<file path="config.mk">
export PLATFORM = sky130hd
export DESIGN_NAME = s512_ram
export DESIGN_NICKNAME = d
export VERILOG_FILES = /design/src/sv/sha512_stream_hash_core_defines.svh /design/src/sv/s512_ram.sv
export SDC_FILE = /design/constraint.sdc
export NUM_CORES = 1
export LEC_CHECK = 0
export BUFFER_PORTS_ARGS = -buffer_cell sky130_fd_sc_hd__clkbuf_2
export CAP_MARGIN = 0
export CORE_MARGIN = 5
export CORE_UTILIZATION = 30
export CTS_CLUSTER_DIAMETER = 50
export DETAILED_ROUTE_END_ITERATION = 12
export PLACE_DENSITY = 0.48
export REMOVE_ABC_BUFFERS = 1
export SLEW_MARGIN = 20
export SYNTH_ARGS = -nofsm -noshare
export SYNTH_HDL_FRONTEND = slang
export SYNTH_SLANG_ARGS = --single-unit
export TNS_END_PERCENT = 1
</file>
<file path="constraint.sdc">
create_clock -name clk -period 7.6 [get_ports clk]
set_input_delay 0.38 -clock clk [delete_from_list [all_inputs] [get_ports clk]]
set_output_delay 0.38 -clock clk [all_outputs]
set_load 0.01 [all_outputs]
</file>
<file path="src/sv/sha512_stream_hash_core_defines.svh">
// assertion macros for the sha-512 stream core
`ifndef SHA512_STREAM_HASH_CORE_DEFINES_SVH
`define SHA512_STREAM_HASH_CORE_DEFINES_SVH

// plain property, sampled on clk, off during reset
`define S512_ASSERT(name, prop, msg) \
	name: assert property (@(posedge clk) disable iff (!arst_n) prop) else $error(msg);

// condition in this cycle implies expectation in the next
`define S512_ASSERT_NEXT(name, cond, expect_next, msg) \
	name: assert property (@(posedge clk) disable iff (!arst_n) (cond) |=> (expect_next)) \
		else $error(msg);

`endif

</file>
<file path="src/sv/s512_ram.sv">
module s512_ram #(
	parameter int WIDTH = 64,
	parameter int DEPTH = 16
) (
	input  logic                     clk,
	input  logic                     we,
	input  logic [$clog2(DEPTH)-1:0] waddr,
	input  logic [WIDTH-1:0]         wdata,
	input  logic [$clog2(DEPTH)-1:0] raddr,
	output logic [WIDTH-1:0]         rdata
);

	logic [WIDTH-1:0] mem [DEPTH];

	always_ff @(posedge clk) begin
		if (we) begin
			mem[waddr] <= wdata;
		end
		rdata <= mem[raddr];
	end

endmodule

</file>
# Word level (Yosys, flattened, before mapping)
# Memories as Yosys holds them, arrays and structs flattened. A register that Yosys moved wholly into a read port is not among the register bits.
# Index checks and enable logic that the tools add are counted.
[word_totals]
inputBits = 74
reg_bits = 0
mem_count = 1
latch_bits = 0
mem_bits_rw = 1024
mem_bits_ro = 0
[op_classes]
shifts = 0
n_lt_le_gt_ge = 0
n_addsub = 0
muxes = 2
div = 0
n_mul = 0
bitwise = 0
reduce_logical = 0
n_eq_ne = 0
[memory_table]
columns = ["name", "depth", "width", "read_ports", "rd_ports_with_merged_regs", "write_ports", "line", "rtl"]
rows = [
  ["mem", 16, 64, 1, 1, 1, "s512_ram.sv:13", "logic [WIDTH-1:0] mem [DEPTH];"],
]
[op_table]
columns = ["op", "n"]
rows = [
  ["$mux W1", 2],
]

# Logic depth before layout (Yosys ltp)
# Gate-level depths: netlist of run 1.
[logic_depth]
word_depth = 2
depth_mapped = 6
mapped_depth_nobuf = 3

# Worst setup path after synthesis of run 1
# OpenSTA, ideal clock, no wires.
[synth_path]
kind = "input to register"
startpoint = "in waddr[2]"
endpoint = "mem mem[0][0], enable pin"
n_path_buf = 0
t_required_ns = 7.035
arrival_ns = 5.243
setup_slack_ns = 1.791
path_stages = 2
path_cell_list = "or3b_2 -> nor3_1"
[synth_lines]
columns = ["element", "line", "rtl"]
rows = [
  ["start, declared", "s512_ram.sv:7", "input logic [$clog2(DEPTH)-1:0] waddr,"],
  ["end, declared", "s512_ram.sv:13", ""],
]
# No word-level cell before the write port.

# Worst setup path after layout of run 1
[layout_path]
startpoint = "in waddr[2]"
endpoint = "mem mem[10][62], enable pin"
# No word-level cell before the write port.

==> results of run 1 <==
path summary, 6_finish.rpt:
| path | start | to | slack, ns | cells past startpoint |
|---|---|---|---|---|
| worst max-delay path | waddr[2] | mem[10][62] | 5.19 | 5 |
| worst min-delay path | wdata[1] | mem[14][1] | 0.09 | 1 |
| worst max register to register | mem[0][56] | rdata[56] | 6.15 | 3 |
| worst min register to register | mem[15][56] | rdata[56] | 0.66 | 3 |
Yosys cell counts, drive strengths merged, types with 2 or more instances:
cell type	number	area, µm²
nand3b	2	15.0
mux4	256	5770
edfxtp	1024	30700
nor2b	2	12.5
dfxtp	64	1280
clkbuf	36	135
buf	48	317
nand2b	2	12.5
nor3	4	20.0
nor2	13	48.8
nand2	65	244
a22oi	128	961
power by group through the flow:
stage	Sequential, mW	Combinational (mW)	Clock [mW]
after floorplan	6.89	0.257	0
after global placement	6.88	0.602	0
after detailed placement	6.89	0.614	0
after CTS	6.76	0.615	5.91
after global routing	6.77	0.650	6.16
final	6.76	0.594	5.75
worst reg2reg max path, delay by kind of cell (launching register included):
kind	cells	cell delay [ns]
AO/OA/AOI/OAI	1	0.39
flip-flops	1	0.37
multiplexers	1	0.45
AND/OR/NAND/NOR	1	0.11
layer usage:
layer,global-route usage,vias up,part of all wire
met2,0.226,408,0.49
met3,0.0294,136,0.052
li1,-,7518,-
met5,0,-,0.00050
met1,0.186,9871,0.44
met4,0.0305,8,0.018
registers in the layout, indices dropped and copies added (netlist names):
name and cells:
mem 1024, rdata 64
layout by cell type, fill, tap and decap left out, drive strengths merged, types with 2 or more instances in the layout:
master / n
a22oi: 128
nand3b: 2
nor3: 4
nor2: 13
nand2b: 2
nor2b: 2
clkinv: 49
buf: 46
nand2: 65
bufinv: 11
mux4: 256
inv: 11
clkbuf: 285
diode: 6
clkinvlp: 6
edfxtp: 1024
dfxtp: 64
kinds of logic after synthesis:
logic type	share of synthesized area
AND/OR/NAND/NOR	0.00942
multiplexers	0.146
AO/OA/AOI/OAI	0.0243
buffers and inverters	0.0114
flip-flops	0.809
cell type report:
type / instances / area [µm²] / area share
Antenna cell: 6 / 15.0 / 0.000322
Clock buffer: 150 / 3220 / 0.0691
Clock inverter: 77 / 753 / 0.0162
Multi-Input combinational cell: 475 / 7230 / 0.155
Sequential cell: 1088 / 32000 / 0.688
Tap cell: 1755 / 2200 / 0.0472
Timing Repair Buffer: 181 / 1110 / 0.0239
==> run_summary.xml, run 1 <==
<?xml version="1.0" encoding="UTF-8"?>
<metrics>
  <group name="run_status">
    <metric name="outcome" unit="">finished clean</metric>
  </group>
  <group name="power_and_ir_drop">
    <metric name="power.total" unit="mW">13.1</metric>
    <metric name="power.switching_fraction" unit="">0.212</metric>
    <metric name="net-switching-power" unit="mW">2.77</metric>
    <metric name="leakagePower" unit="nW">14.8</metric>
    <metric name="seq_power_share" unit="">0.516</metric>
    <metric name="power.combinational.fraction" unit="">0.045</metric>
    <metric name="internal_power" unit="mW">10.3</metric>
    <metric name="clock_share_of_power" unit="">0.439</metric>
    <metric name="ir_worst_vdd" unit="mV">0.182</metric>
    <metric name="power_density" unit="nW/µm²">281</metric>
  </group>
  <group name="timing">
    <metric name="achievable-frequency" unit="MHz">416</metric>
    <metric name="timing_max_transition_violations_final" unit="">0</metric>
    <metric name="final_min_period_over_clock_period" unit="">0.317</metric>
    <metric name="final-setup-viol-count" unit="">0</metric>
    <metric name="report.final.hold_viol_count" unit="">0</metric>
    <metric name="rsz_0062_raised_after_global_routing" unit="">no</metric>
    <metric name="whs" unit="ns">0.0913</metric>
    <metric name="maxSlewHeadroom" unit="">0.322</metric>
    <metric name="worst_slew_pin_tran" unit="ns">1.02</metric>
    <metric name="final.setup.tns" unit="ns">0</metric>
    <metric name="finalClockSkew" unit="ns">0.0181</metric>
    <metric name="final_period_minus_worst_setup_slack" unit="ns">2.41</metric>
    <metric name="fin_ws" unit="ns">5.19</metric>
  </group>
  <group name="synth">
    <metric name="ys_warn_count" unit="">0</metric>
    <metric name="synthCells" unit="">1647</metric>
    <metric name="synth_area" unit="µm²">39600</metric>
    <metric name="number_of_flops_mapped_to_enable_cells_by_yosys" unit="">1024</metric>
    <metric name="synth-async-reset-ratio" unit="">0</metric>
    <metric name="synth-seq-cells" unit="">1088</metric>
    <metric name="most_used_dff_post_synth" unit="">sky130_fd_sc_hd__edfxtp_1</metric>
    <metric name="synth_sequential_area_ratio" unit="">0.809</metric>
    <metric name="synth.avg_cell_area" unit="µm²">24.0</metric>
    <metric name="netlist-cell-type-count" unit="">18</metric>
  </group>
  <group name="floorplan">
    <metric name="design.die.area" unit="µm²">139000</metric>
    <metric name="floorplan.die.width" unit="µm">373</metric>
    <metric name="die-height" unit="µm">373</metric>
    <metric name="top_level_i_o_count" unit="">138</metric>
    <metric name="area_of_the_placeable_core" unit="µm²">131000</metric>
    <metric name="effective_utilization_at_floorplan" unit="">0.301</metric>
    <metric name="row_count" unit="">133</metric>
  </group>
  <group name="clock_tree">
    <metric name="clk_pin_slew_worst_paths" unit="ns">0.06</metric>
    <metric name="clock_sink_count" unit="">1088</metric>
    <metric name="cts.htree.levels" unit="">3</metric>
    <metric name="postCtsResizedCells" unit="">0</metric>
    <metric name="cts_hold_buffers" unit="">0</metric>
    <metric name="cts-root-buf" unit="">sky130_fd_sc_hd__clkbuf_16</metric>
    <metric name="maximum_number_of_buffers_from_clock_root_to_sink" unit="">3</metric>
    <metric name="cts_tree" unit="">done</metric>
    <metric name="clock_insertion_delay_worst_skew" unit="ns">0.69</metric>
    <metric name="tritoncts.num_buffers" unit="">120</metric>
    <metric name="cts_setup_buffers" unit="">0</metric>
  </group>
  <group name="global_routing">
    <metric name="first_global_vias" unit="">19600</metric>
    <metric name="number_of_antenna_violations_at_the_first_check_in_global_routing" unit="">12</metric>
    <metric name="grt_max_degree" unit="">110</metric>
    <metric name="grt_first_pass_wirelength" unit="µm">140000</metric>
    <metric name="grt-ovfl-total" unit="">0</metric>
    <metric name="grtUsageTotal" unit="">0.136</metric>
  </group>
  <group name="place">
    <metric name="placed_instance_area" unit="µm²">42600</metric>
    <metric name="dp_cell_count" unit="">3499</metric>
    <metric name="routabilityCongestion" unit="">0.674</metric>
    <metric name="dpl.hpwl" unit="µm">48800</metric>
    <metric name="placement.io_buffers" unit="">137</metric>
    <metric name="pre_cts_ws" unit="ns">4.37</metric>
  </group>
  <group name="worst_setup_path">
    <metric name="crit_arrival" unit="ns">2.75</metric>
    <metric name="critPathMaxFanout" unit="">24</metric>
    <metric name="buf_inv_stages_crit_path" unit="">3</metric>
    <metric name="path_common_cell" unit="">sky130_fd_sc_hd__buf_4</metric>
    <metric name="family_with_the_most_delay_on_the_worst_path" unit="">simple AND/OR/NAND/NOR gates</metric>
    <metric name="crit_slowest_cell" unit="">sky130_fd_sc_hd__nor2_4</metric>
    <metric name="timing.critical_path.required" unit="ns">7.94</metric>
    <metric name="cp_slowest_stage_delay" unit="ns">0.86</metric>
    <metric name="timing.setup.critical_path_class" unit="">primary input to flip-flop</metric>
    <metric name="crit_chain" unit="">clkbuf_2 &gt; nand3b_1 &gt; nor2_4 &gt; buf_4 &gt; buf_4</metric>
    <metric name="critPathCaptureType" unit="">flip-flop</metric>
    <metric name="setup.worst_path.start_class" unit="">primary input</metric>
  </group>
  <group name="routing">
    <metric name="post-route-drc-count" unit="">0</metric>
    <metric name="final_antenna_net_count" unit="">0</metric>
    <metric name="dr.first_iter.drc_count" unit="">1487</metric>
    <metric name="avgViaCountPerCell" unit="">4.81</metric>
    <metric name="wl" unit="µm">96100</metric>
    <metric name="route.vias.total" unit="">17900</metric>
    <metric name="drtPass1Iterations" unit="">5</metric>
    <metric name="avg_wl_per_cell" unit="µm">25.7</metric>
  </group>
  <group name="min_path">
    <metric name="timing.hold.worst.class" unit="">primary input to flip-flop</metric>
  </group>
  <group name="finish">
    <metric name="design_area" unit="µm²">46600</metric>
    <metric name="fillers" unit="">12000</metric>
    <metric name="stdcell_count" unit="">3732</metric>
    <metric name="layout-drive-gt1-share" unit="">0.329</metric>
    <metric name="nets" unit="">1940</metric>
    <metric name="flow.area_growth_from_synthesis" unit="%">17.6</metric>
    <metric name="layout.core_utilization" unit="">0.355</metric>
  </group>
  <group name="run">
    <metric name="cap_viol_max_count" unit="">0</metric>
  </group>
</metrics>
(Power assumes the default switching activity.)
==> run 2: changes to the inputs <==
--- a/config.mk
+++ b/config.mk
@@ -11,7 +11,7 @@
 export CORE_UTILIZATION = 30
 export CTS_CLUSTER_DIAMETER = 50
 export DETAILED_ROUTE_END_ITERATION = 12
-export PLACE_DENSITY = 0.48
+export PLACE_DENSITY = 0.5
 export REMOVE_ABC_BUFFERS = 1
 export SLEW_MARGIN = 20
 export SYNTH_ARGS = -nofsm -noshare
==> constraint.sdc (replaced) <==
create_clock -name clk -period 2.01 [get_ports clk]
set_input_delay 0.1005 -clock clk [delete_from_list [all_inputs] [get_ports clk]]
set_output_delay 0.1005 -clock clk [all_outputs]
set_load 0.01 [all_outputs]
==> run 2 against run 1 <==
  * Register-to-register slack worse by 5.6 ns
  * Sequential power grew to 3.8 times the previous value
  * Utilization is 1.6 points higher
  * Combinational power grew to 4.2 times the previous value
  * Clock skew is 0.0069 ns higher
  * Design area is 4.6% higher
  * Sequential share of layout area is 3.0 points lower
  * Clock power grew to 4.1 times the previous value
  * Worst hold slack worse by 0.025 ns
  * First-iteration DRC count is 6.3% lower
  * Setup slack worse by 4.7 ns
  * Sequential cell count stayed put
==> run_summary.xml, run 2 (synthesized netlist as in run 1, its figures left out) <==
<?xml version="1.0" encoding="UTF-8"?>
<metrics>
  <group name="routing">
    <metric name="avg_wl_per_cell" unit="µm">24.8</metric>
    <metric name="final_antenna_net_count" unit="">0</metric>
    <metric name="dr.first_iter.drc_count" unit="">1394</metric>
    <metric name="wl" unit="µm">95800</metric>
    <metric name="post-route-drc-count" unit="">0</metric>
    <metric name="drtPass1Iterations" unit="">7</metric>
    <metric name="avgViaCountPerCell" unit="">4.75</metric>
    <metric name="route.vias.total" unit="">18400</metric>
  </group>
  <group name="min_path">
    <metric name="hold_end" unit="">mem[0][37]</metric>
    <metric name="hold-path-cell-count" unit="">3</metric>
    <metric name="hold_start" unit="">waddr[0]</metric>
    <metric name="timing.hold.worst.class" unit="">primary input to flip-flop</metric>
  </group>
  <group name="floorplan">
    <metric name="area_of_the_placeable_core" unit="µm²">131000</metric>
    <metric name="effective_utilization_at_floorplan" unit="">0.301</metric>
    <metric name="design.die.area" unit="µm²">139000</metric>
    <metric name="row_count" unit="">133</metric>
    <metric name="top_level_i_o_count" unit="">138</metric>
    <metric name="die-height" unit="µm">373</metric>
    <metric name="floorplan.die.width" unit="µm">373</metric>
  </group>
  <group name="timing">
    <metric name="final_period_minus_worst_setup_slack" unit="ns">1.53</metric>
    <metric name="worst_slew_pin_tran" unit="ns">0.485</metric>
    <metric name="maxSlewHeadroom" unit="">0.676</metric>
    <metric name="rsz_0062_raised_after_global_routing" unit="">no</metric>
    <metric name="final_min_period_over_clock_period" unit="">0.760</metric>
    <metric name="whs" unit="ns">0.0661</metric>
    <metric name="final.setup.tns" unit="ns">0</metric>
    <metric name="fin_ws" unit="ns">0.482</metric>
    <metric name="final-setup-viol-count" unit="">0</metric>
    <metric name="timing_max_transition_violations_final" unit="">0</metric>
    <metric name="finalClockSkew" unit="ns">0.0249</metric>
    <metric name="achievable-frequency" unit="MHz">654</metric>
    <metric name="report.final.hold_viol_count" unit="">0</metric>
  </group>
  <group name="clock_tree">
    <metric name="maximum_number_of_buffers_from_clock_root_to_sink" unit="">3</metric>
    <metric name="cts.htree.levels" unit="">4</metric>
    <metric name="cts_setup_buffers" unit="">0</metric>
    <metric name="clock_sink_count" unit="">1088</metric>
    <metric name="tritoncts.num_buffers" unit="">130</metric>
    <metric name="cts-root-buf" unit="">sky130_fd_sc_hd__clkbuf_16</metric>
    <metric name="clock_insertion_delay_worst_skew" unit="ns">0.73</metric>
    <metric name="clk_pin_slew_worst_paths" unit="ns">0.06</metric>
    <metric name="cts_tree" unit="">done</metric>
  </group>
  <group name="power_and_ir_drop">
    <metric name="ir_worst_vdd" unit="mV">0.575</metric>
    <metric name="power_density" unit="nW/µm²">1060</metric>
    <metric name="power.total" unit="mW">51.5</metric>
    <metric name="leakagePower" unit="nW">15.7</metric>
  </group>
  <group name="run">
    <metric name="cap_viol_max_count" unit="">0</metric>
  </group>
  <group name="place">
    <metric name="placement.io_buffers" unit="">137</metric>
    <metric name="routabilityCongestion" unit="">0.699</metric>
    <metric name="dp_cell_count" unit="">3557</metric>
    <metric name="dpl.hpwl" unit="µm">52900</metric>
    <metric name="pre_cts_ws" unit="ns">0.0910</metric>
    <metric name="placed_instance_area" unit="µm²">43700</metric>
  </group>
  <group name="global_routing">
    <metric name="grt_max_degree" unit="">51</metric>
    <metric name="grtUsageTotal" unit="">0.137</metric>
    <metric name="number_of_antenna_violations_at_the_first_check_in_global_routing" unit="">8</metric>
    <metric name="grt-ovfl-total" unit="">0</metric>
    <metric name="first_global_vias" unit="">19800</metric>
    <metric name="grt_first_pass_wirelength" unit="µm">139000</metric>
  </group>
  <group name="finish">
    <metric name="layout.core_utilization" unit="">0.371</metric>
    <metric name="top_register" unit="">mem</metric>
    <metric name="nets" unit="">2073</metric>
    <metric name="largestRegisters" unit="">mem (1024), rdata (64)</metric>
    <metric name="stdcell_count" unit="">3866</metric>
    <metric name="design_area" unit="µm²">48700</metric>
    <metric name="flow.area_growth_from_synthesis" unit="%">23.1</metric>
    <metric name="layout-drive-gt1-share" unit="">0.340</metric>
    <metric name="final_common_cell" unit="">sky130_fd_sc_hd__edfxtp_1</metric>
    <metric name="largest_register_ffs" unit="">1024</metric>
    <metric name="layout_common_cells" unit="">sky130_fd_sc_hd__edfxtp_1, sky130_fd_sc_hd__mux4_2, sky130_fd_sc_hd__clkbuf_16, sky130_fd_sc_hd__clkbuf_2, sky130_fd_sc_hd__a22oi_1</metric>
  </group>
  <group name="worst_setup_path">
    <metric name="crit_arrival" unit="ns">2.14</metric>
    <metric name="timing.setup.critical_path_class" unit="">primary input to flip-flop</metric>
    <metric name="worst_reg_to_reg_path_cell_count" unit="">3</metric>
    <metric name="reg2reg_to" unit="">rdata[7]</metric>
    <metric name="timing.critical_path.required" unit="ns">2.62</metric>
    <metric name="critPathCaptureType" unit="">flip-flop</metric>
    <metric name="critPathMaxFanout" unit="">25</metric>
    <metric name="setup.reg_to_reg.worst_slack" unit="ns">0.57</metric>
    <metric name="setup.worst_path.start_class" unit="">primary input</metric>
    <metric name="r2r-start" unit="">mem[3][7]</metric>
  </group>
  <group name="run_status">
    <metric name="outcome" unit="">finished clean</metric>
  </group>
</metrics>
[run 2: cell types whose count changed in the layout (fill, tap and decap cells not counted), sizes merged]
cell         previous run  this run
diode                   6         5
clkinv                 49        43
clkbuf                285       300
buf                    46       104
clkinvlp                6         4
bufinv                 11        12
dlygate4sd3             0        65
inv                    11        15
[run 2: layout make-up]
| class | instances | area [µm²] |
|---|---|---|
| well taps | 1755 | 2200 |
| multi-input cells | 475 | 7230 |
| clock inverters | 74 | 846 |
| diodes | 5 | 12.5 |
| repair buffers | 304 | 2860 |
| flip-flops and latches | 1088 | 32000 |
| clock buffers | 165 | 3540 |
| fillers | 11800 | 82600 |
[run 2: worst max path at each step]
stage | startpoint | endpoint | slack, ns | depth (start not counted)
after detailed placement | waddr[2] | mem[0][61] | 0.09 | 4
final | raddr[1] | rdata[0] | 0.48 | 7
after floorplan | waddr[2] | mem[0][0] | -3.52 | 2
after global placement | waddr[2] | mem[0][61] | 0.11 | 4
after CTS | rdata[9] | rdata[9] | 0.42 | 1
after global routing | raddr[1] | rdata[0] | 0.39 | 7
[run 2: worst max-delay path, cell delays in order]
cell and delay, ns:
sky130_fd_sc_hd__dlygate4sd3_1 0.57, sky130_fd_sc_hd__buf_8 0.23, sky130_fd_sc_hd__buf_12 0.25, sky130_fd_sc_hd__buf_12 0.19, sky130_fd_sc_hd__mux4_2 0.31, sky130_fd_sc_hd__a22oi_1 0.30
sky130_fd_sc_hd__nand2_1 0.13
[run 2: timing repair]
action / 4_1_cts / 5_1_grt
resized for setup: 0 / 0
hold buffers: 65 / 0
endpoints found under the hold margin: 1026 / 0
setup endpoints to repair: 0 / 0
[run 2: routing by layer]
layer | global-route usage | routed length [µm] | up-vias
met5 | 0 | 34 | -
met4 | 0.0387 | 1870 | 6
met3 | 0.0353 | 5750 | 131
met2 | 0.217 | 45400 | 490
met1 | 0.188 | 42700 | 9931
li1 | - | - | 7809
[run 2: power breakdown]
part	leakage (nW)	internal, mW	switching (mW)
Sequential	9.79	25.4	0.186
Clock	2.14	14.2	9.26
Combinational	3.78	1.09	1.43
Total	15.7	40.7	10.9
